### src/hw/rtl/bbde_pkg.sv
// Shared types, widths and arithmetic helpers for the Bernstein basis evaluator.
package bbde_pkg;

	localparam int MAX_POINTS  = 16;
	localparam int T_FRAC_BITS = 16;
	localparam int TW          = T_FRAC_BITS + 1;
	localparam int EXP_W       = $clog2(MAX_POINTS);
	localparam int CNT_W       = EXP_W + 1;
	localparam int C_W         = 13;
	localparam int F_W         = 8;
	localparam int CF_W        = C_W + F_W;
	localparam int TERM_W      = CF_W + TW;
	localparam int SUM_W       = TERM_W + 1;
	localparam int DIFF_W      = SUM_W + 1;
	localparam int RES_W       = 48;
	localparam int POW_STAGES  = MAX_POINTS - 1;
	localparam int NTERM       = 3;

	localparam logic [TW-1:0] T_ONE = TW'(1) << T_FRAC_BITS;
	localparam logic [2*TW-1:0] T_HALF = (2*TW)'(1) << (T_FRAC_BITS - 1);

	localparam logic [CNT_W-1:0] RESET_COUNT = CNT_W'(4);

	// Term slots: two positive terms and one negative term.
	localparam int TERM_POS1 = 0;
	localparam int TERM_POS2 = 1;
	localparam int TERM_NEG  = 2;

	typedef enum logic [1:0] {
		OP_VALUE  = 2'd0,
		OP_DERIV1 = 2'd1,
		OP_DERIV2 = 2'd2,
		OP_NONE   = 2'd3
	} op_t;

	typedef logic [MAX_POINTS-1:0][C_W-1:0] row_t;

	// Binomial row for the reset degree of three: 1, 3, 3, 1, zero beyond.
	localparam row_t RESET_ROW = row_t'({C_W'(1), C_W'(3), C_W'(3), C_W'(1)});

	// Row that starts a Pascal rebuild: a single one in entry zero.
	localparam row_t START_ROW = row_t'(1);

	typedef struct packed {
		logic                           err;
		logic [TW-1:0]                  t;
		logic [TW-1:0]                  u;
		logic [TW-1:0]                  pt;
		logic [TW-1:0]                  pu;
		logic [NTERM-1:0][EXP_W-1:0]    ea;
		logic [NTERM-1:0][EXP_W-1:0]    eb;
		logic [NTERM-1:0][TW-1:0]       ct;
		logic [NTERM-1:0][TW-1:0]       cu;
		logic [C_W-1:0]                 coef;
		logic [NTERM-1:0][F_W-1:0]      fac;
	} pipe_t;

	// Fixed-point product rounded half up back to T_FRAC_BITS fraction bits.
	function automatic logic [TW-1:0] fx_mul(input logic [TW-1:0] a, input logic [TW-1:0] b);
		logic [2*TW-1:0] p;
		p = ((2*TW)'(a) * (2*TW)'(b)) + T_HALF;
		return p[T_FRAC_BITS+TW-1:T_FRAC_BITS];
	endfunction

endpackage

### src/hw/rtl/bbde_pow_stage.sv
// One power stage: raises the running powers of t and 1-t by one step and captures matches.
module bbde_pow_stage import bbde_pkg::*; (
	input  logic                clk,
	input  logic                arst_n,
	input  logic [EXP_W-1:0]    stage_exp,
	input  logic                in_valid,
	input  pipe_t               in_data,
	output logic                out_valid,
	output pipe_t               out_data
);

	pipe_t nxt;

	always_comb begin
		nxt    = in_data;
		nxt.pt = fx_mul(in_data.pt, in_data.t);
		nxt.pu = fx_mul(in_data.pu, in_data.u);
		for (int m = 0; m < NTERM; m++) begin
			if (in_data.ea[m] == stage_exp) nxt.ct[m] = nxt.pt;
			if (in_data.eb[m] == stage_exp) nxt.cu[m] = nxt.pu;
		end
	end

	always_ff @(posedge clk or negedge arst_n) begin
		if (!arst_n) begin
			out_valid <= 1'b0;
		end else begin
			out_valid <= in_valid;
		end
	end

	always_ff @(posedge clk) begin
		out_data <= nxt;
	end

endmodule

### config.mk
export PLATFORM = sky130hd
export DESIGN_NAME = bbde_pow_stage
export DESIGN_NICKNAME = d
export VERILOG_FILES = /design/src/hw/rtl/bbde_pkg.sv /design/src/hw/rtl/bbde_pow_stage.sv
export SDC_FILE = /design/constraint.sdc
export NUM_CORES = 2
export LEC_CHECK = 0
export BUFFER_PORTS_ARGS = -buffer_cell sky130_fd_sc_hd__buf_4
export CORE_ASPECT_RATIO = 0.5
export CORE_MARGIN = 3
export CORE_UTILIZATION = 23
export CTS_CLUSTER_DIAMETER = 100
export DETAILED_ROUTE_END_ITERATION = 6
export GPL_ROUTABILITY_DRIVEN = 0
export PLACE_DENSITY = 0.48
export SLEW_MARGIN = 10
export SYNTH_ARGS = -nofsm -noshare
export SYNTH_HDL_FRONTEND = slang
export SYNTH_SLANG_ARGS = --single-unit
### constraint.sdc
create_clock -name clk -period 0.8 [get_ports clk]
set_input_delay 0.08 -clock clk [delete_from_list [all_inputs] [get_ports clk]]
set_output_delay 0.08 -clock clk [all_outputs]
set_load 0.02 [all_outputs]
==> reports/summary.txt <==
outcome -> finished, violations left
failing checks -> hold timing, setup timing
worst-margin pin slew -> 0.594 ns
Synth area leaders -> fa_1, dfxtp_1, ha_1
Core Footprint -> 108000 sq um
Netlist Area Pre-Place -> 25400 sq um
Setup-failing EPs final -> 369
min Tclk post-route -> 5.01 ns
Max Clock Freq -> 200 MHz
I/O Buffers -> 471
Ys Warns -> 0
clk buf depth -> 3
Post-synth EDFFs -> 0
# DRC -> 0
H-tree levels -> 1
worst path arrival time -> 5.53 ns
Synth top cells by count -> inv_1, fa_1, nand2_1
Reg clk slew, reported paths -> 0.07 ns
first-pass GRT wire length -> 136000 um
startpoint types -> input pin
Distinct cells, synth -> 67
FILL cells -> 10800
largest net degree at the start of global routing -> 16
cts hold-fix bufs -> 198
DIE HEIGHT -> 241 um
most common cell in the netlist -> inv_1
crit-path max cell delay -> 0.56 ns
GR Overflow Total -> 0
final-report hold violation count -> 3
DR vias -> 21500
average wire per standard cell -> 17.0 um
number of nets with antenna violations after routing -> 0
worst hold path class -> in2reg
post-synthesis sequential area ratio -> 18.4%
Synth top area share -> 35.2%
First-pass DRT Iterations -> 5
vias in the first global route -> 24100
Top FF cell, synth -> dfxtp_1
final net count -> 4603
CTS buffer count -> 26
crit path cell chain -> buf_12, buf_12, and2_4, fa_1, inv_2, fa_2, fa_1, inv_2, fa_1, fa_1, inv_2, fa_1, inv_2, ha_4, a21oi_4, nand2b_4, buf_6, nand2b_4, o2111a_2, o21ba_4, a311oi_4, mux2_4
num rows -> 85
Crit. End Element -> flop
number of synthesized register bits -> 233
area of placed instances -> 33800 sq um
post-route cell area -> 40000 sq um
post-route insts no fill -> 5151
CTS tree -> done
Slew Limit Fails -> 0
placed cells -> 4869
area delta synth->final -> 57.7%
Synth async-reset ratio -> 0.429%
DRT Wirelength -> 87800 um
die area -> 114000 sq um
post-synthesis cell count -> 2696
dpl hpwl -> 72600 um
initial antenna violation count -> 4
worst hold margin -> -0.207 ns
Critical-path top delay cell -> fa_2
Vias/cell -> 4.18
cell mode on critical path -> fa_1
Starting Density -> 23.4%
share of layout cells above drive strength 1 -> 40.5%
category of the critical setup timing path -> in2reg
RSZ-0062 raised after global routing -> yes
Mapped Nets -> 3605
setup ws final -> -4.21 ns
IO Pins -> 472
Avg Cell Area, Syn -> 9.40 sq um
Root Buffer -> clkbuf_16
Sink Count -> 233
Final period util -> 626%
CP max FO -> 6
Max Cap Viol -> 0
slew margin rel. -> 60.4%
die width -> 476 um
Total Routing Usage GR -> 15.3%
CP required -> 1.32 ns
Finished Core Util -> 36.9%
post-synth top area cell -> fa_1
initial DRC count -> 717
[metrics by stage]
stage,hold slack (ns),TNS [ns],setup WS (ns)
floorplan,-0.216,-567.13,-4.47
global placement,-0.129,-644.72,-5.04
detailed placement,-0.129,-646.62,-5.00
CTS,-0.262,-621.78,-4.16
global route,-0.247,-647.93,-4.33
finish,-0.207,-615.43,-4.21
[timing repair]
item	4_1_cts	5_1_grt
setup endpoints to repair	369	369
hold endpoints to repair	200	3
pin swaps	146	140
buffers inserted	34	22
gates cloned	0	1
gates resized for setup	740	156
[registers in the layout, summed over array words and instances (netlist names)]
register / cells
out_data: 232
out_valid: 1
[worst max-delay path: cells and delay by family]
kind / cells / cell delay [ns]
AND/OR/NAND/NOR: 3 / 0.35
AO/OA/AOI/OAI: 4 / 1.08
multiplexers: 1 / 0.23
buffers and inverters: 7 / 0.58
adder cells (fa/ha/maj): 7 / 3.20
[per-layer routing]
| layer | part of all wire [%] | vias to the layer above | global-route usage, % |
|---|---|---|---|
| met4 | 2.4 | 2 | 3.40 |
| met2 | 55 | 268 | 29.6 |
| met3 | 2.7 | 101 | 1.63 |
| met1 | 39 | 11000 | 18.0 |
| met5 | 0.015 | - | 0 |
| li1 | - | 10200 | - |
[cells in the final DEF (no fill, tap or decap), drive strengths merged, types with 5 or more instances in the layout]
| cell | count |
|---|---|
| a2111oi | 5 |
| a211oi | 8 |
| a21o | 19 |
| a21oi | 43 |
| a221o | 6 |
| and2 | 282 |
| and3 | 10 |
| and4 | 6 |
| buf | 885 |
| clkbuf | 35 |
| clkinv | 8 |
| dfxtp | 232 |
| dlygate4sd3 | 198 |
| fa | 446 |
| ha | 224 |
| inv | 536 |
| mux2 | 46 |
| nand2 | 419 |
| nand3 | 13 |
| nand4 | 15 |
| nor2 | 60 |
| nor3 | 22 |
| o211ai | 6 |
| o21a | 8 |
| o21ai | 34 |
| o21bai | 5 |
| o22ai | 5 |
| o31ai | 14 |
| xnor2 | 50 |
| xor2 | 9 |
[final timing paths]
path	from	depth (start not counted)	end
max	in_data[219]	22	out_data[129]
min	in_data[70]	3	out_data[70]
max in group asynchronous	arst_n	3	out_valid
min in group asynchronous	arst_n	3	out_valid
[cells by family (layout without fill, tap and decap cells)]
logic type,count (synthesis),count (layout),synth area share [%]
and+or+nand+nor,849,849,16.2
other,0,2,0
adders and majority gates,670,670,46.3
buffers and inverters,647,1665,9.60
xor gates and xnor gates,59,59,2.04
muxes,50,50,2.20
DFF,233,233,18.4
AOI/OAI and AO/OA,188,188,5.32
[layout make-up]
class / instances / area [sq um] / share of cell area (%)
diodes: 2 / 5.00 / 0.0125
clock buffers: 34 / 742 / 1.86
clock inverters: 14 / 134 / 0.335
inverters: 533 / 2000 / 5.00
multi-input cells: 1816 / 20100 / 50.4
flip-flops and latches: 233 / 4980 / 12.5
well taps: 1435 / 1800 / 4.49
repair buffers: 1084 / 10200 / 25.5
Power is left out: the tool's default activity adds up to more than one toggle a clock period on the data nets, which glitch-free logic cannot reach.
