[src/hw/rtl/bbde_pkg.sv]
// Shared types, widths and arithmetic helpers for the Bernstein basis evaluator.
package bbde_pkg;

	localparam int MAX_POINTS  = 16;
	localparam int T_FRAC_BITS = 16;
	localparam int TW          = T_FRAC_BITS + 1;
	localparam int EXP_W       = $clog2(MAX_POINTS);
	localparam int CNT_W       = EXP_W + 1;
	localparam int C_W         = 13;
	localparam int F_W         = 8;
	localparam int CF_W        = C_W + F_W;
	localparam int TERM_W      = CF_W + TW;
	localparam int SUM_W       = TERM_W + 1;
	localparam int DIFF_W      = SUM_W + 1;
	localparam int RES_W       = 48;
	localparam int POW_STAGES  = MAX_POINTS - 1;
	localparam int NTERM       = 3;

	localparam logic [TW-1:0] T_ONE = TW'(1) << T_FRAC_BITS;
	localparam logic [2*TW-1:0] T_HALF = (2*TW)'(1) << (T_FRAC_BITS - 1);

	localparam logic [CNT_W-1:0] RESET_COUNT = CNT_W'(4);

	// Term slots: two positive terms and one negative term.
	localparam int TERM_POS1 = 0;
	localparam int TERM_POS2 = 1;
	localparam int TERM_NEG  = 2;

	typedef enum logic [1:0] {
		OP_VALUE  = 2'd0,
		OP_DERIV1 = 2'd1,
		OP_DERIV2 = 2'd2,
		OP_NONE   = 2'd3
	} op_t;

	typedef logic [MAX_POINTS-1:0][C_W-1:0] row_t;

	// Binomial row for the reset degree of three: 1, 3, 3, 1, zero beyond.
	localparam row_t RESET_ROW = row_t'({C_W'(1), C_W'(3), C_W'(3), C_W'(1)});

	// Row that starts a Pascal rebuild: a single one in entry zero.
	localparam row_t START_ROW = row_t'(1);

	typedef struct packed {
		logic                           err;
		logic [TW-1:0]                  t;
		logic [TW-1:0]                  u;
		logic [TW-1:0]                  pt;
		logic [TW-1:0]                  pu;
		logic [NTERM-1:0][EXP_W-1:0]    ea;
		logic [NTERM-1:0][EXP_W-1:0]    eb;
		logic [NTERM-1:0][TW-1:0]       ct;
		logic [NTERM-1:0][TW-1:0]       cu;
		logic [C_W-1:0]                 coef;
		logic [NTERM-1:0][F_W-1:0]      fac;
	} pipe_t;

	// Fixed-point product rounded half up back to T_FRAC_BITS fraction bits.
	function automatic logic [TW-1:0] fx_mul(input logic [TW-1:0] a, input logic [TW-1:0] b);
		logic [2*TW-1:0] p;
		p = ((2*TW)'(a) * (2*TW)'(b)) + T_HALF;
		return p[T_FRAC_BITS+TW-1:T_FRAC_BITS];
	endfunction

endpackage

[src/hw/rtl/bbde_front.sv]
// First pipeline stage: clamps t, reads the coefficient and picks exponents and factors.
module bbde_front import bbde_pkg::*; (
	input  logic                clk,
	input  logic                arst_n,
	input  logic                in_valid,
	input  logic [1:0]          opcode,
	input  logic [3:0]          basis_index,
	input  logic [16:0]         param_t,
	input  row_t                row,
	input  logic [EXP_W-1:0]    degree,
	output logic                valid_s1,
	output pipe_t               data_s1
);

	pipe_t            nxt;
	logic [TW-1:0]    tsat;
	logic [EXP_W-1:0] i;
	logic [EXP_W-1:0] j;
	logic [F_W-1:0]   iw;
	logic [F_W-1:0]   jw;
	op_t              op;

	always_comb begin
		op   = op_t'(opcode);
		i    = EXP_W'(basis_index);
		tsat = (param_t > 17'(T_ONE)) ? T_ONE : TW'(param_t);
		j    = degree - i;
		iw   = F_W'(i);
		jw   = F_W'(j);
		nxt       = '0;
		nxt.err   = (i > degree);
		nxt.t     = tsat;
		nxt.u     = T_ONE - tsat;
		nxt.pt    = T_ONE;
		nxt.pu    = T_ONE;
		nxt.coef  = row[i];
		if (!nxt.err) begin
			unique case (op)
				OP_VALUE: begin
					nxt.ea[TERM_POS1]  = i;
					nxt.eb[TERM_POS1]  = j;
					nxt.fac[TERM_POS1] = F_W'(1);
				end
				OP_DERIV1: begin
					if (i >= EXP_W'(1)) begin
						nxt.ea[TERM_POS1]  = i - EXP_W'(1);
						nxt.eb[TERM_POS1]  = j;
						nxt.fac[TERM_POS1] = iw;
					end
					if (j >= EXP_W'(1)) begin
						nxt.ea[TERM_NEG]  = i;
						nxt.eb[TERM_NEG]  = j - EXP_W'(1);
						nxt.fac[TERM_NEG] = jw;
					end
				end
				OP_DERIV2: begin
					if (i >= EXP_W'(2)) begin
						nxt.ea[TERM_POS1]  = i - EXP_W'(2);
						nxt.eb[TERM_POS1]  = j;
						nxt.fac[TERM_POS1] = F_W'(iw * (iw - F_W'(1)));
					end
					if (j >= EXP_W'(2)) begin
						nxt.ea[TERM_POS2]  = i;
						nxt.eb[TERM_POS2]  = j - EXP_W'(2);
						nxt.fac[TERM_POS2] = F_W'(jw * (jw - F_W'(1)));
					end
					if (i >= EXP_W'(1) && j >= EXP_W'(1)) begin
						nxt.ea[TERM_NEG]  = i - EXP_W'(1);
						nxt.eb[TERM_NEG]  = j - EXP_W'(1);
						nxt.fac[TERM_NEG] = F_W'((iw * jw) << 1);
					end
				end
				OP_NONE: begin
				end
				default: begin
				end
			endcase
		end
		// Exponent zero is exactly one, captured here.
		for (int m = 0; m < NTERM; m++) begin
			nxt.ct[m] = T_ONE;
			nxt.cu[m] = T_ONE;
		end
	end

	always_ff @(posedge clk or negedge arst_n) begin
		if (!arst_n) begin
			valid_s1 <= 1'b0;
		end else begin
			valid_s1 <= in_valid;
		end
	end

	always_ff @(posedge clk) begin
		data_s1 <= nxt;
	end

endmodule

[config.mk]
export PLATFORM = sky130hd
export DESIGN_NAME = bbde_front
export DESIGN_NICKNAME = d
export VERILOG_FILES = /design/src/hw/rtl/bbde_pkg.sv /design/src/hw/rtl/bbde_front.sv
export SDC_FILE = /design/constraint.sdc
export NUM_CORES = 1
export LEC_CHECK = 0
export BUFFER_PORTS_ARGS = -buffer_cell sky130_fd_sc_hd__buf_2
export CAP_MARGIN = 10
export CORE_AREA = 2 2 181 183
export CTS_BUF_LIST = sky130_fd_sc_hd__clkbuf_4 sky130_fd_sc_hd__clkbuf_8
export DETAILED_ROUTE_END_ITERATION = 10
export DIE_AREA = 0 0 183 185
export GPL_TIMING_DRIVEN = 0
export PLACE_DENSITY = 0.48
export SETUP_SLACK_MARGIN = 0.02
export SYNTH_ARGS = -nofsm -noshare
export SYNTH_HDL_FRONTEND = slang
export SYNTH_SLANG_ARGS = --single-unit
export TNS_END_PERCENT = 100
[constraint.sdc]
create_clock -name clk -period 0.8 [get_ports clk]
set_clock_uncertainty 0.1 [all_clocks]
set_input_delay 0.08 -clock clk [delete_from_list [all_inputs] [get_ports clk]]
set_output_delay 0.08 -clock clk [all_outputs]
set_load 0.005 [all_outputs]
==> out/qor.yml <==
cts:
  cts_sinks: 95
  clk_pin_slew_ns: 0.11
  cts_tree: "built"
  cts-root-buf: "clkbuf_8"
  cts_buffers: 9
  cts_max_level: 3
  clockBufferDepth: 2
yosys:
  syn_area_sq_um: 7580
  synth.avg_cell_area_sq_um: 10.3
  synthCells: 735
  yosysWarnings: 0
  ys_async_sr_fraction_pct: 1.05
  synth-edff-count: 0
  ys_types: 56
  synth_seq_cells: 95
  ys.flop_type: "dfxtp_1"
  seq_area_frac_synth_pct: 25.2
placed_design:
  placedInstanceArea_sq_um: 10700
  dp_slack_ns: -5.24
  dp.cells: 1611
  post-dp-hpwl_mm: 24.0
  gp_congestion: 0.863
  portBuffers: 333
final_layout:
  layout.nets: 1631
  final_cell_count_no_fill: 1720
  post_route_cells_drive_above_1_share_pct: 62.7
  final_cell_mix: "buf_2 (294), buf_4 (186), conb_1 (137)"
  final_common_cell: "buf_2"
  post-route-cell-area_sq_um: 12800
  synthToLayoutAreaGrowth_pct: 69.2
timing:
  worst_pin_slew_ns: 0.767
  setup_viol: 183
  slew_viol_final: 0
  clock.fmax_ghz: 0.215
  finalCritPeriodShare_pct: 582
  rsz0062_at_grt: "true"
  hold_slack_ns: -0.133
  fin_ws_ns: -3.85
  min_period_ns: 4.65
  relSlewSlack_pct: 48.9
  setup-tns-final_ns: -124.09
  hold_viol: 16
power_and_ir_drop:
  p_leak_nw: 6.36
  ir_drop_mv: 0.680
  power_density_nw_per_um2: 1390
floorplan:
  die_h_um: 185
  num_rows: 66
  placeableCoreArea_sq_um: 32000
  initial_core_util_pct: 23.6
  die_w_um: 183
  io_pins: 471
  dieArea_sq_um: 33900
critical_path:
  critPathMaxStageDelay_ns: 0.55
  worstSetupPathType: "in -> reg"
  cp.required_ns: 1.01
  crit_path_start: "basis_index[1]"
  end_kind: "register"
  setup.worst_path.end: "data_s1[15]$_SDFF_PP0_"
  crit_top_cell: "fa_1"
  start_kind: "input pin"
  crit_fanout: 3
  slowest_stage: "fa_1"
  crit_path_cell_trace: "buf_8 -> buf_8 -> buf_12 -> buf_12 -> clkinv_8 -> ha_4 -> nor2b_4 -> o21a_1 -> or3_4 -> nand2_8 -> inv_6 -> ha_4 -> nand2b_4 -> fa_1 -> fa_1 -> fa_1 -> inv_2 -> fa_2 -> a21o_1 -> a21oi_2 -> xnor2_2 -> buf_4 -> o211ai_1 -> a211oi_2"
  cp.arrival_ns: 4.86
flow_run:
  maxCapViolCount: 0
outcome:
  violations: "hold timing, setup timing"
  status: "complete, but fails checks"
detailed_routing:
  met3WireLength_mm: 2.43
  drtIter0Drc: 312
  wl_met1_mm: 13.7
  wirelength_mm: 30.6
  met2_length_mm: 13.9
  wire_per_inst_um: 17.8
  vias: 7299
  top_layer_used: "met5"
  viasPerCell: 4.24
  postRouteAntennaNets: 0
  drc: 0
  drtPass1Iterations: 4
global_route:
  grt.total_usage_pct: 17.4
  grt_start_max_net_pins: 21
  grt_pass1_wl_mm: 43.5
  antenna_found_initial: 9
  gr-total-overflow: 0
  grt_pass1_vias: 7244
worst_hold_path:
  worstHoldPathType: "in -> reg"
==> cells in the mapped netlist (3+ instances only) <==
| cell | count | area share (%) |
|---|---|---|
| buf_4 | 138 | 14 |
| clkbuf_1 | 16 | 0.79 |
| xnor2_1 | 10 | 1.2 |
| and2_1 | 3 | 0.25 |
| dfxtp_1 | 94 | 25 |
| a22oi_1 | 3 | 0.30 |
| inv_1 | 63 | 3.1 |
| a21oi_1 | 16 | 1.1 |
| o22a_1 | 4 | 0.46 |
| xor2_1 | 9 | 1.0 |
| nor3b_1 | 5 | 0.50 |
| nand3_1 | 6 | 0.40 |
| buf_2 | 8 | 0.53 |
| nor2_1 | 57 | 2.8 |
| nand2_1 | 21 | 1.0 |
| nand2b_1 | 8 | 0.66 |
| nor4_1 | 6 | 0.50 |
| nor3_1 | 14 | 0.92 |
| mux4_2 | 65 | 19 |
| o21ai_0 | 14 | 0.92 |
| nor2b_1 | 23 | 1.9 |
| ha_1 | 69 | 11 |
| o21a_1 | 7 | 0.69 |
| a21o_1 | 8 | 0.79 |
| fa_1 | 19 | 5.0 |
| nand4_1 | 5 | 0.41 |
| a211oi_1 | 3 | 0.30 |
==> cells by family after synthesis <==
logic type | after synthesis | synth area share [%]
multiplexers | 66 | 19.5
AO/OA/AOI/OAI | 72 | 6.92
AND/OR/NAND/NOR | 158 | 10.5
other | 2 | 0.0991
adder cells (fa/ha/maj) | 88 | 16.4
XOR/XNOR | 21 | 2.71
buffers and inverters | 233 | 18.7
flip-flops | 95 | 25.2
==> worst max-delay path, delay by kind of cell <==
| family | cells | cell delay [ns] |
|---|---|---|
| xor gates and xnor gates | 1 | 0.14 |
| buffers and inverters | 8 | 0.69 |
| and+or+nand+nor | 4 | 0.77 |
| AOI/OAI and AO/OA | 5 | 0.93 |
| adders and majority gates | 6 | 2.22 |
==> per-stage QoR <==
| stage | utilization, % | power, W |
|---|---|---|
| 2_1_floorplan | - | 0.00995 |
| 3_3_place_gp | 33.4 | 0.0121 |
| 3_5_place_dp | 33.4 | 0.0121 |
| 4_1_cts | 37.9 | 0.0171 |
| 5_1_grt | 40.0 | 0.0192 |
| 6_report | 40.0 | 0.0178 |
==> state kept, by name, summed over array words and instances, names as in the netlist <==
signal and cells:
data_s1 94, valid_s1 1
==> routing by layer <==
layer | track usage (%) | vias up
met2 | 28.1 | 346
met3 | 4.54 | 40
li1 | - | 3425
met4 | 4.64 | 4
met5 | 0 | -
met1 | 22.9 | 3484
==> worst min path at each step <==
stage                     slack, ns  cells past startpoint        from                   end
after floorplan               -0.32                      0      arst_n    valid_s1$_DFF_PN0_
after global placement        -0.23                      1      arst_n    valid_s1$_DFF_PN0_
after detailed placement      -0.23                      1      arst_n    valid_s1$_DFF_PN0_
after CTS                     -0.17                      3  param_t[1]  data_s1[215]$_DFF_P_
after global routing          -0.16                      3  param_t[1]  data_s1[215]$_DFF_P_
final                         -0.13                      3  param_t[1]  data_s1[215]$_DFF_P_
==> cell type report <==
class	count	area [sq um]
Fill cell	3161	19200
Timing Repair Buffer	426	2950
Clock buffer	9	124
Inverter	67	305
Buffer	164	1370
Tap cell	408	510
Clock inverter	7	86.3
Sequential cell	95	1950
Multi-Input combinational cell	542	5520
Antenna cell	2	5.00
==> power breakdown <==
group	internal, W	switching, W
combinational	0.00496	0.00413
sequential	0.00514	0.000124
clock	0.00126	0.00218
==> what timing repair did <==
action,in CTS,in global routing
gates cloned,2,6
gates resized for setup,166,104
hold endpoints to repair,37,24
pin swaps,49,52
setup endpoints to repair,173,184
setup buffers,50,27
hold buffers,14,5
Power figures use the tool's default switching activity.
