## src/hw/rtl/bbde_pkg.sv

```systemverilog
// Shared types, widths and arithmetic helpers for the Bernstein basis evaluator.
package bbde_pkg;

	localparam int MAX_POINTS  = 16;
	localparam int T_FRAC_BITS = 16;
	localparam int TW          = T_FRAC_BITS + 1;
	localparam int EXP_W       = $clog2(MAX_POINTS);
	localparam int CNT_W       = EXP_W + 1;
	localparam int C_W         = 13;
	localparam int F_W         = 8;
	localparam int CF_W        = C_W + F_W;
	localparam int TERM_W      = CF_W + TW;
	localparam int SUM_W       = TERM_W + 1;
	localparam int DIFF_W      = SUM_W + 1;
	localparam int RES_W       = 48;
	localparam int POW_STAGES  = MAX_POINTS - 1;
	localparam int NTERM       = 3;

	localparam logic [TW-1:0] T_ONE = TW'(1) << T_FRAC_BITS;
	localparam logic [2*TW-1:0] T_HALF = (2*TW)'(1) << (T_FRAC_BITS - 1);

	localparam logic [CNT_W-1:0] RESET_COUNT = CNT_W'(4);

	// Term slots: two positive terms and one negative term.
	localparam int TERM_POS1 = 0;
	localparam int TERM_POS2 = 1;
	localparam int TERM_NEG  = 2;

	typedef enum logic [1:0] {
		OP_VALUE  = 2'd0,
		OP_DERIV1 = 2'd1,
		OP_DERIV2 = 2'd2,
		OP_NONE   = 2'd3
	} op_t;

	typedef logic [MAX_POINTS-1:0][C_W-1:0] row_t;

	// Binomial row for the reset degree of three: 1, 3, 3, 1, zero beyond.
	localparam row_t RESET_ROW = row_t'({C_W'(1), C_W'(3), C_W'(3), C_W'(1)});

	// Row that starts a Pascal rebuild: a single one in entry zero.
	localparam row_t START_ROW = row_t'(1);

	typedef struct packed {
		logic                           err;
		logic [TW-1:0]                  t;
		logic [TW-1:0]                  u;
		logic [TW-1:0]                  pt;
		logic [TW-1:0]                  pu;
		logic [NTERM-1:0][EXP_W-1:0]    ea;
		logic [NTERM-1:0][EXP_W-1:0]    eb;
		logic [NTERM-1:0][TW-1:0]       ct;
		logic [NTERM-1:0][TW-1:0]       cu;
		logic [C_W-1:0]                 coef;
		logic [NTERM-1:0][F_W-1:0]      fac;
	} pipe_t;

	// Fixed-point product rounded half up back to T_FRAC_BITS fraction bits.
	function automatic logic [TW-1:0] fx_mul(input logic [TW-1:0] a, input logic [TW-1:0] b);
		logic [2*TW-1:0] p;
		p = ((2*TW)'(a) * (2*TW)'(b)) + T_HALF;
		return p[T_FRAC_BITS+TW-1:T_FRAC_BITS];
	endfunction

endpackage

```

## src/hw/rtl/bbde_binom.sv

```systemverilog
// Point count register and Pascal-triangle rebuild of the binomial row.
module bbde_binom import bbde_pkg::*; (
	input  logic                clk,
	input  logic                arst_n,
	input  logic                cfg_valid,
	output logic                cfg_ready,
	input  logic [4:0]          cfg_data,
	output row_t                row,
	output logic [EXP_W-1:0]    degree,
	output logic                rebuilding
);

	logic [4:0]       count_q;
	logic [EXP_W-1:0] iter_q;
	row_t             row_q;
	logic [4:0]       new_eff;
	logic [4:0]       cur_eff;

	function automatic logic [4:0] eff_count(input logic [4:0] n);
		logic [4:0] r;
		r = n;
		if (n == 5'd0) r = 5'd1;
		if ({27'd0, n} > MAX_POINTS) r = 5'(MAX_POINTS);
		return r;
	endfunction

	assign new_eff    = eff_count(cfg_data);
	assign cur_eff    = eff_count(count_q);
	assign degree     = EXP_W'(cur_eff - 5'd1);
	assign rebuilding = (iter_q != '0);
	assign cfg_ready  = !rebuilding;
	assign row        = row_q;

	// Each pass adds every entry to its right neighbor; d passes give row d.
	always_ff @(posedge clk or negedge arst_n) begin
		if (!arst_n) begin
			count_q <= 5'(RESET_COUNT);
			iter_q  <= '0;
			row_q   <= RESET_ROW;
		end else if (cfg_valid && cfg_ready) begin
			count_q  <= cfg_data;
			iter_q   <= EXP_W'(new_eff - 5'd1);
			row_q    <= START_ROW;
		end else if (rebuilding) begin
			iter_q <= iter_q - EXP_W'(1);
			for (int m = 1; m < MAX_POINTS; m++) begin
				row_q[m] <= row_q[m] + row_q[m-1];
			end
		end
	end

endmodule

```

## config.mk

```make
export PLATFORM = sky130hd
export DESIGN_NAME = bbde_binom
export DESIGN_NICKNAME = d
export VERILOG_FILES = /design/src/hw/rtl/bbde_pkg.sv /design/src/hw/rtl/bbde_binom.sv
export SDC_FILE = /design/constraint.sdc
export NUM_CORES = 1
export LEC_CHECK = 0
export ABC_CLOCK_PERIOD_IN_PS = 4400
export BUFFER_PORTS_ARGS = -buffer_cell sky130_fd_sc_hd__buf_2
export CAP_MARGIN = 20
export CORE_ASPECT_RATIO = 1.5
export CORE_MARGIN = 3
export CORE_UTILIZATION = 49
export CTS_BUF_LIST = sky130_fd_sc_hd__clkbuf_4 sky130_fd_sc_hd__clkbuf_8 sky130_fd_sc_hd__clkbuf_16
export DETAILED_ROUTE_END_ITERATION = 8
export PLACE_DENSITY = 0.77
export SLEW_MARGIN = 0
export SYNTH_ARGS = -nofsm -noshare
export SYNTH_HDL_FRONTEND = slang
export SYNTH_SLANG_ARGS = --single-unit
```

## constraint.sdc

```tcl
create_clock -name clk -period 4.4 [get_ports clk]
set_clock_uncertainty 0.15 [all_clocks]
set_input_delay 0.66 -clock clk [delete_from_list [all_inputs] [get_ports clk]]
set_output_delay 0.66 -clock clk [all_outputs]
set_load 0.05 [all_outputs]
```

==> summary.txt, run 1 <==
Outcome
  – Status: completed

Synth
  – Multiplexer area fraction after synthesis: 0.0154
  – Ys flop type: dfrtp_1
  – FFs w/ async S/R, synth: 1.00
  – Syn Inst Count: 1790
  – Xor/xnor share of the synthesized area: 0.0623
  – Leading cell types by count after synthesis: dfrtp_1, o21ai_0, ha_1, nand2_1, nand3_1
  – Syn avg cell area: 8.71 sq um
  – Synth top area share: 0.318
  – Ys Warns: 0
  – Simple-gate share of the synthesized area: 0.173
  – Post-synthesis sequential area ratio: 0.328
  – Largest cells by area after synthesis: dfrtp_1, ha_1, o21ai_0
  – Seq cells post-synth: 204
  – Yosys top cell by area: dfrtp_1
  – Top-count cell post-synth: dfrtp_1
  – Library cells used by synthesis: 59
  – Syn Std Cell Area: 0.0156 sq mm
  – EDFF count, synth: 0
  – Adder-cell share of the synthesized area: 0.155
  – Synth Area in Compound Gates: 0.229
  – Largest family of logic cells by synthesized area: compound AO/OA/AOI/OAI gates

Clock network
  – H-tree Lvls: 1
  – Postcts setup bufs: 0
  – Clk pin slew, worst setup/hold paths: 0.06 ns
  – CTS Buf Count: 23
  – Clock sink count: 204
  – Hold_buf cts: 0
  – TritonCTS clock tree: built
  – Clk Latency, worst-skew pair: 0.53 ns
  – Root Buffer: clkbuf_16
  – Post_cts resized: 0
  – CTS Buffer Depth: 3

Route
  – Detail-routed net length per standard cell: approximately 18 microns
  – DR DRC count: 0
  – Initial DRC Count: 933
  – Vias per Instance: 6.11
  – Vias post-DR: between 10000 and 15000
  – 1st-pass router iterations: 6
  – Post-route ant nets: 0
  – Final wirelength: approximately 43000 microns

STA
  – TNS Setup: 0 ns
  – RSZ-0062 raised after global routing: no
  – Setup-failing EPs final: 0
  – Fin. Hold Viols: 0
  – Max Freq: 0.321 GHz
  – Final Max Slew Viols: 0
  – Worst slew pin tran: 0.898 ns
  – WHS: 0.0870 ns
  – Max-slew headroom: 0.401
  – Final Cycle Share: 0.709
  – Tmin final: 3.12 ns

Floorplanning
  – Core area: 0.0312 sq mm
  – Rows: 79
  – Chip height: 224 microns
  – Chip width: roughly 150 microns
  – Num ports: between 200 and 250
  – Initial Util: 0.499
  – DIE AREA: 0.0340 sq mm

Placed design
  – Port Buf Inserts: 208
  – Placed insts: 2339
  – Area post-placement: ~0.017 sq mm
  – Global placement routability congestion: 0.899
  – HPWL Detailed: 31300 microns

Worst setup path
  – Worst Path Max Fanout: about 120
  – Crit-path cells: nor4_4 -> buf_12 -> buf_2
  – Arrival @ worst endpoint: 2.31 ns
  – Critical Path RT: 3.59 ns
  – Crit start category: flop
  – Slowest stage delay, CP: 0.50 ns
  – Worst Setup End Kind: primary output
  – Worst path buffer plus inverter count: 2
  – Crit path max-delay family: buffers and inverters
  – Crit-path slowest cell: nor4_4
  – Crit Path Class: flop to primary output

Cells and area
  – Area grow syn2layout: 13.1%
  – Post-route cell area: around 0.018 sq mm
  – Ant diodes: 0
  – # fillers: 2850
  – Post-Layout Cell Count: 2380
  – Layout cells sized above 1: 0.146
  – Nets@finish: roughly 2200

Global route
  – Total grt overflow: 0
  – Antenna violations before repair: 0
  – Vias in the first global route: approximately 14000
  – Largest net degree at the start of global routing: 124
  – All-Layer GR Usage: 0.251
  – First-pass GRT wire length: a little over 70000 microns

Hold path
  – Hold crit path type: primary input to asynchronous set/reset pin

Run
  – # Max-Cap Violations: 0
## registers in the layout, summed over array words and instances, names as in the netlist
register	cells
count_q	5
row	195
iter_q	4
## cell type report
class / instances / area [sq um] / area share
clock buffers: 31 / 661 / 0.0375
clock inverters: 10 / 87.6 / 0.00497
inverters: 42 / 160 / 0.00908
multi-input cells: 1469 / 9950 / 0.564
flip-flops and latches: 204 / 5110 / 0.290
well taps: 405 / 507 / 0.0287
repair buffers: 219 / 1160 / 0.0656
## routing by layer
layer	up-vias	global-route usage	share of wire
li1	6956	-	-
met3	123	0.0383	0.060
met5	-	0	0
met2	483	0.449	0.51
met1	6973	0.288	0.39
met4	0	0.122	0.047
## cell usage in the layout, fill, tap and decap left out, drive strengths merged, types with 25 or more instances in the layout
| master | instances |
|---|---|
| a211o | 30 |
| ha | 171 |
| buf | 218 |
| o21ai | 188 |
| a21o | 29 |
| a21oi | 152 |
| xor2 | 62 |
| nand4 | 25 |
| o31ai | 32 |
| dfrtp | 198 |
| xnor2 | 49 |
| inv | 41 |
| a211oi | 32 |
| nand2b | 51 |
| nand2 | 172 |
| clkbuf | 32 |
| nand3 | 153 |
| nor2 | 76 |
| nor3 | 51 |
## cells by family (layout without fill, tap and decap cells)
kind of cell,Yosys count,in the layout
mux,23,23
fa+ha+maj,185,185
other cells,2,13
xor+xnor,111,111
compound gates,572,572
simple gates,565,565
buf+inv,128,302
flops,204,204
## path summary, 6_finish.rpt
kind	from	endpoint	slack, ns	depth (start not counted)
hold / removal	arst_n	row[138]	0.09	1
setup reg to reg	iter_q[2]	row[155]	1.49	6
setup / recovery	iter_q[2]	cfg_ready	1.28	3
max in group asynchronous	arst_n	row[153]	2.91	2
min in group clk	cfg_data[0]	count_q[0]	0.24	2
hold reg to reg	row[207]	row[207]	0.37	1
## per-stage QoR
stage          utilization  setup slack [ns]
5_1_grt              0.565              1.16
3_3_place_gp         0.541              1.59
4_1_cts              0.565              1.26
6_report             0.565              1.28
2_1_floorplan            -              1.48
3_5_place_dp         0.541              1.53
Power of run 1 is not shown: default switching activity piles up to over one toggle a cycle in this logic, so the estimate is an artifact.
==> inputs of run 2 (changes only) <==
--- a/config.mk
+++ b/config.mk
@@ -5,7 +5,7 @@
 export SDC_FILE = /design/constraint.sdc
 export NUM_CORES = 1
 export LEC_CHECK = 0
-export ABC_CLOCK_PERIOD_IN_PS = 4400
+export ABC_CLOCK_PERIOD_IN_PS = 3250
 export BUFFER_PORTS_ARGS = -buffer_cell sky130_fd_sc_hd__buf_2
 export CAP_MARGIN = 20
 export CORE_ASPECT_RATIO = 1.5
==> constraint.sdc (replaced) <==
create_clock -name clk -period 3.25 [get_ports clk]
set_clock_uncertainty 0.15 [all_clocks]
set_input_delay 0.4875 -clock clk [delete_from_list [all_inputs] [get_ports clk]]
set_output_delay 0.4875 -clock clk [all_outputs]
set_load 0.05 [all_outputs]
==> run 2 against run 1 <==
Effect of this change: flip-flop and latch count is the same; clock-buffer cell count shrank 3; register-to-register slack got worse by 1.1 ns; sequential share of layout area down 0.23 points; worst setup slack worse by 1.0 ns; final cell count grew 0.17%; final area is 0.81% higher; non-clock buffer count rose by 4; first-iteration DRC count is 4.3% lower; routed wire length is 1.9% higher; critical path type unchanged.
==> summary.txt, run 2 (synthesis gave the netlist of run 1 again) <==
Route
  – DR DRC count: 0
  – Final wirelength: 44300 microns
  – 1st-pass router iterations: 5
  – Vias post-DR: 14500
  – Post-route ant nets: 0
  – Initial DRC Count: 893
  – Vias per Instance: 6.10
  – Detail-routed net length per standard cell: roughly 19 microns

Worst setup path
  – Beginning of the worst register-to-register path: row[182]
  – Worst path buffer plus inverter count: 2
  – Crit start category: flop
  – Crit-path slowest cell: nor4_4
  – Number of cells on the critical path: 3
  – Worst R2R End: row[194]
  – Crit path max-delay family: buffers and inverters
  – Crit-path cells: nor4_4 -> buf_12 -> buf_2
  – Arrival @ worst endpoint: roughly 2.3 ns
  – CP endpoint: cfg_ready
  – Critical Path RT: 2.61 ns
  – Worst r2r path cells: 9
  – Worst Setup End Kind: primary output
  – R2R setup slack: 0.41 ns
  – Worst Path Max Fanout: 120
  – Slowest stage delay, CP: 0.55 ns
  – Crit path launch: iter_q[2]
  – Crit Path Class: flop to primary output

Global route
  – Total grt overflow: 0
  – Vias in the first global route: about 14000
  – Largest net degree at the start of global routing: 141
  – All-Layer GR Usage: 0.257
  – First-pass GRT wire length: 72200 microns
  – Antenna violations before repair: 0

Cells and area
  – # fillers: 2855
  – Most frequent cells in the layout: buf_2, dfrtp_1, o21ai_0
  – Layout cells sized above 1: 0.147
  – Ant diodes: 0
  – Largest register FFs: about 200
  – Area grow syn2layout: 14.0%
  – Nets@finish: 2156
  – Register area: 0.00511 sq mm
  – Commonest non-fill, non-tap cell in the layout: buf_2
  – Multi-input logic area: approximately 0.01 sq mm

STA
  – Final Cycle Share: 0.915
  – Worst slew pin tran: 0.833 ns
  – Fin. Hold Viols: 0
  – Max-slew headroom: 0.437
  – Max Freq: 0.336 GHz
  – RSZ-0062 raised after global routing: no
  – Tmin final: 2.97 ns
  – Final Max Slew Viols: 0
  – Setup-failing EPs final: 0
  – TNS Setup: 0 ns

Floorplanning
  – Chip height: 224 microns
  – Initial Util: 0.499
  – Chip width: 152 microns
  – Num ports: 222
  – Rows: 79
  – DIE AREA: 0.0340 sq mm
  – Core area: around 0.031 sq mm

Clock network
  – Clock sink count: 204
  – Post_cts resized: 0
  – Postcts setup bufs: 0
  – CTS Buf Count: 23
  – H-tree Lvls: 1
  – Root Buffer: clkbuf_16
  – CTS Buffer Depth: 3
  – Clk Latency, worst-skew pair: 0.52 ns
  – TritonCTS clock tree: built
  – Clk pin slew, worst setup/hold paths: ~0.07 ns

Hold path
  – Hold crit path type: primary input to flop

Placed design
  – Global placement routability congestion: 0.909
  – Port Buf Inserts: 208
  – HPWL Detailed: 31800 microns

Run
  – # Max-Cap Violations: 0

Outcome
  – Status: completed
-- run 2: cell types whose count changed in the layout (fill, tap and decap cells not counted), sizes merged --
cell         delta
dlygate4sd3     +1
bufinv          +3
buf             +3
clkinv          +1
inv             -1
clkbuf          -3
-- run 2: worst min path at each step --
stage	startpoint	slack [ns]	depth (start not counted)	to
6_report	cfg_data[0]	0.09	2	count_q[0]
5_1_grt	cfg_data[0]	0.09	2	count_q[0]
4_1_cts	cfg_data[0]	0.07	2	count_q[0]
3_5_place_dp	arst_n	0.30	1	row[140]
3_3_place_gp	arst_n	0.30	1	row[140]
2_1_floorplan	arst_n	0.04	0	count_q[0]
-- run 2: what timing repair did --
item,CTS,global route
hold endpoints to repair,38,0
hold buffers,1,0
setup endpoints to repair,0,0
-- run 2: layer usage --
layer  global-route usage  part of all wire
met1                0.296              0.38
met2                0.465              0.52
met3               0.0413             0.059
met4                0.109             0.044
met5                    0                 0
-- run 2: through the flow --
| step | hold WS [ns] | instance area, sq um | util | setup WS [ns] | std cells |
|---|---|---|---|---|---|
| 5_1_grt | 0.0884 | 17800 | 0.569 | 0.163 | 2384 |
| 2_1_floorplan | 0.0419 | 15600 | - | 0.499 | 1801 |
| 6_report | 0.0921 | 17800 | 0.569 | 0.276 | 2384 |
| 3_5_place_dp | 0.297 | 17000 | 0.543 | 0.527 | 2342 |
| 4_1_cts | 0.0712 | 17800 | 0.569 | 0.247 | 2384 |
| 3_3_place_gp | 0.296 | 17000 | 0.543 | 0.561 | 2342 |
-- run 2: area by class of cell --
class,count,area share
clock inverter,13,0.00957
multi-input combinational,1469,0.560
inverter,42,0.00901
tap,405,0.0285
timing repair buffer,223,0.0697
clock buffer,28,0.0359
sequential,204,0.288
-- run 2: worst register-to-register path, stage by stage, from the launching register on --
cell and delay (ns):
dfrtp_1 0.43, ha_1 0.23, inv_1 0.07, fa_1 0.22, nand2b_1 0.16, a21oi_1 0.13
o41ai_2 0.54, o21ai_0 0.21, xnor2_1 0.17, o311ai_0 0.38
Power of run 2 is left out for the same reason.
==> inputs of run 3 (changes only) <==
--- a/config.mk
+++ b/config.mk
@@ -6,7 +6,7 @@
 export NUM_CORES = 1
 export LEC_CHECK = 0
 export ABC_CLOCK_PERIOD_IN_PS = 3250
-export BUFFER_PORTS_ARGS = -buffer_cell sky130_fd_sc_hd__buf_2
+export BUFFER_PORTS_ARGS = -buffer_cell sky130_fd_sc_hd__buf_4
 export CAP_MARGIN = 20
 export CORE_ASPECT_RATIO = 1.5
 export CORE_MARGIN = 3
==> run 3 against run 2 <==
Effect of this change: non-clock buffer count increased by 1; routed wire length decreased by 0.51%; fmax increased by 1.8%; clock-buffer cell count unchanged; core utilization increased by 1.7 points; global-route usage decreased by 0.057 points; final area increased by 3.0%; die area unchanged; register-to-register slack improved by 0.04 ns; final cell count about the same; flip-flop and latch count unchanged; critical path type unchanged; critical endpoint is now rebuilding; largest cell class unchanged.
==> summary.txt, run 3 (synthesis gave the netlist of run 1 again) <==
STA
  – Max Freq: 0.342 GHz
  – Max-slew headroom: 0.444
  – Fin. Hold Viols: 0
  – Setup WS post-layout: roughly 0.33 ns
  – Final Cycle Share: 0.899
  – TNS Setup: 0 ns
  – Worst slew pin tran: 0.834 ns
  – Final Max Slew Viols: 0
  – Setup-failing EPs final: 0
  – Tmin final: 2.92 ns
  – RSZ-0062 raised after global routing: no

Clock network
  – Postcts setup bufs: 0
  – Clk pin slew, worst setup/hold paths: 0.06 ns
  – Clock sink count: between 200 and 250
  – Post_cts resized: 0
  – Root Buffer: clkbuf_16
  – TritonCTS clock tree: built
  – H-tree Lvls: 1
  – Clk Latency, worst-skew pair: 0.52 ns
  – CTS Buf Count: 23
  – CTS Buffer Depth: 3

Hold path
  – Hold crit path type: primary input to flop
  – Hold path endpoint: count_q[0]
  – Hold Startpoint: cfg_data[0]
  – Hold Path Stages: 2

Route
  – Met3 WL: 2780 microns
  – Initial DRC Count: ~750
  – 1st-pass router iterations: 8
  – Vias per Instance: slightly above 6
  – Wire length on met2: 22500 microns
  – Final wirelength: around 44000 microns
  – DR DRC count: 0
  – Detail-routed net length per standard cell: 18.5 microns
  – Top layer in use: met4
  – Vias post-DR: 14500
  – DRT met1 WL: 16700 microns
  – Post-route ant nets: 0

Outcome
  – Status: completed

Floorplanning
  – Chip width: 152 microns
  – DIE AREA: 0.0340 sq mm
  – Core area: around 0.031 sq mm
  – Num ports: 222
  – Rows: 79
  – Initial Util: 0.499
  – Chip height: 224 microns

Worst setup path
  – Crit-path cells: nor4_4 -> clkinv_2 -> buf_4 -> buf_4
  – Crit Path Class: flop to primary output
  – Crit-path slowest cell: nor4_4
  – Slowest stage delay, CP: 0.56 ns
  – Worst path buffer plus inverter count: 3
  – Worst Path Max Fanout: 36
  – R2R setup slack: around 0.45 ns
  – Beginning of the worst register-to-register path: row[117]
  – Arrival @ worst endpoint: 2.28 ns
  – Crit path launch: iter_q[2]
  – Crit path max-delay family: buffers and inverters
  – Worst Setup End Kind: primary output
  – Worst r2r path cells: 10
  – CP dominant cell by count: buf_4
  – Critical Path RT: 2.61 ns
  – Worst R2R End: row[129]
  – Crit start category: flop
  – Number of cells on the critical path: 4

Placed design
  – Port Buf Inserts: 208
  – Global placement routability congestion: approximately 0.90
  – HPWL Detailed: 31700 microns
  – Post-place setup slack: 0.499 ns

Global route
  – All-Layer GR Usage: 0.256
  – Largest net degree at the start of global routing: 151
  – First-pass GRT wire length: around 72000 microns
  – Vias in the first global route: 14500
  – Total grt overflow: 0
  – Antenna violations before repair: 0

Cells and area
  – Most frequent cells in the layout: buf_4, dfrtp_1, o21ai_0
  – Largest register FFs: 195
  – Register area: 0.00511 sq mm
  – Nets@finish: 2157
  – Layout cells sized above 1: 0.147
  – Multi-input logic area: between 0.009 and 0.01 sq mm
  – Area grow syn2layout: 17.4%
  – # fillers: around 2800
  – Commonest non-fill, non-tap cell in the layout: buf_4
  – Ant diodes: 0

Run
  – # Max-Cap Violations: 0
[run 3: cell types whose count changed in the layout (fill, tap and decap cells not counted)]
cell,previous run,this run
buf_4,8,214
buf_2,207,0
clkbuf_4,1,0
clkbuf_8,5,6
bufinv_16,4,3
buf_12,6,8
clkinv_2,9,10
[run 3: layout make-up]
class,count,area share
Clock buffer,28,0.0352
Clock inverter,13,0.00793
Inverter,42,0.00874
Multi-Input combinational cell,1469,0.544
Sequential cell,204,0.279
Tap cell,405,0.0277
Timing Repair Buffer,224,0.0978
[run 3: worst reg2reg max path: stages (launching register included)]
cell and delay, ns:
dfrtp_1 0.40, ha_1 0.22, inv_1 0.06, fa_1 0.39
nand2b_1 0.18, a21oi_1 0.28, o41ai_1 0.11, buf_4 0.15
o31ai_1 0.27, xnor2_1 0.12, o311ai_0 0.34
[run 3: worst max path at each step]
| stage | slack [ns] | endpoint |
|---|---|---|
| floorplan | 0.50 | degree[2] |
| global placement | 0.66 | row[64] |
| detailed placement | 0.50 | row[129] |
| CTS | 0.32 | rebuilding |
| global route | 0.20 | rebuilding |
| finish | 0.33 | rebuilding |
[run 3: per-layer routing]
layer / vias to the layer above / GRT usage
met4: 0 / 0.120
met1: 6950 / 0.291
li1: 6956 / -
met2: 485 / 0.461
met5: - / 0
met3: 131 / 0.0452
[run 3: per-stage QoR]
| step | std cells | cell area [sq um] | hold WS (ns) | utilization |
|---|---|---|---|---|
| finish | 2385 | 18300 | 0.0759 | 0.586 |
| CTS | 2385 | 18300 | 0.0452 | 0.586 |
| detailed placement | 2343 | 17500 | 0.359 | 0.561 |
| global route | 2385 | 18300 | 0.0467 | 0.586 |
| global placement | 2343 | 17500 | 0.344 | 0.561 |
| floorplan | 1801 | 15600 | 0.0419 | - |
[run 3: repair_timing]
item	CTS	global route
endpoints found under the hold margin	87	0
endpoints found under the setup margin	0	0
hold buffers	1	0
Power of run 3 is left out for the same reason.
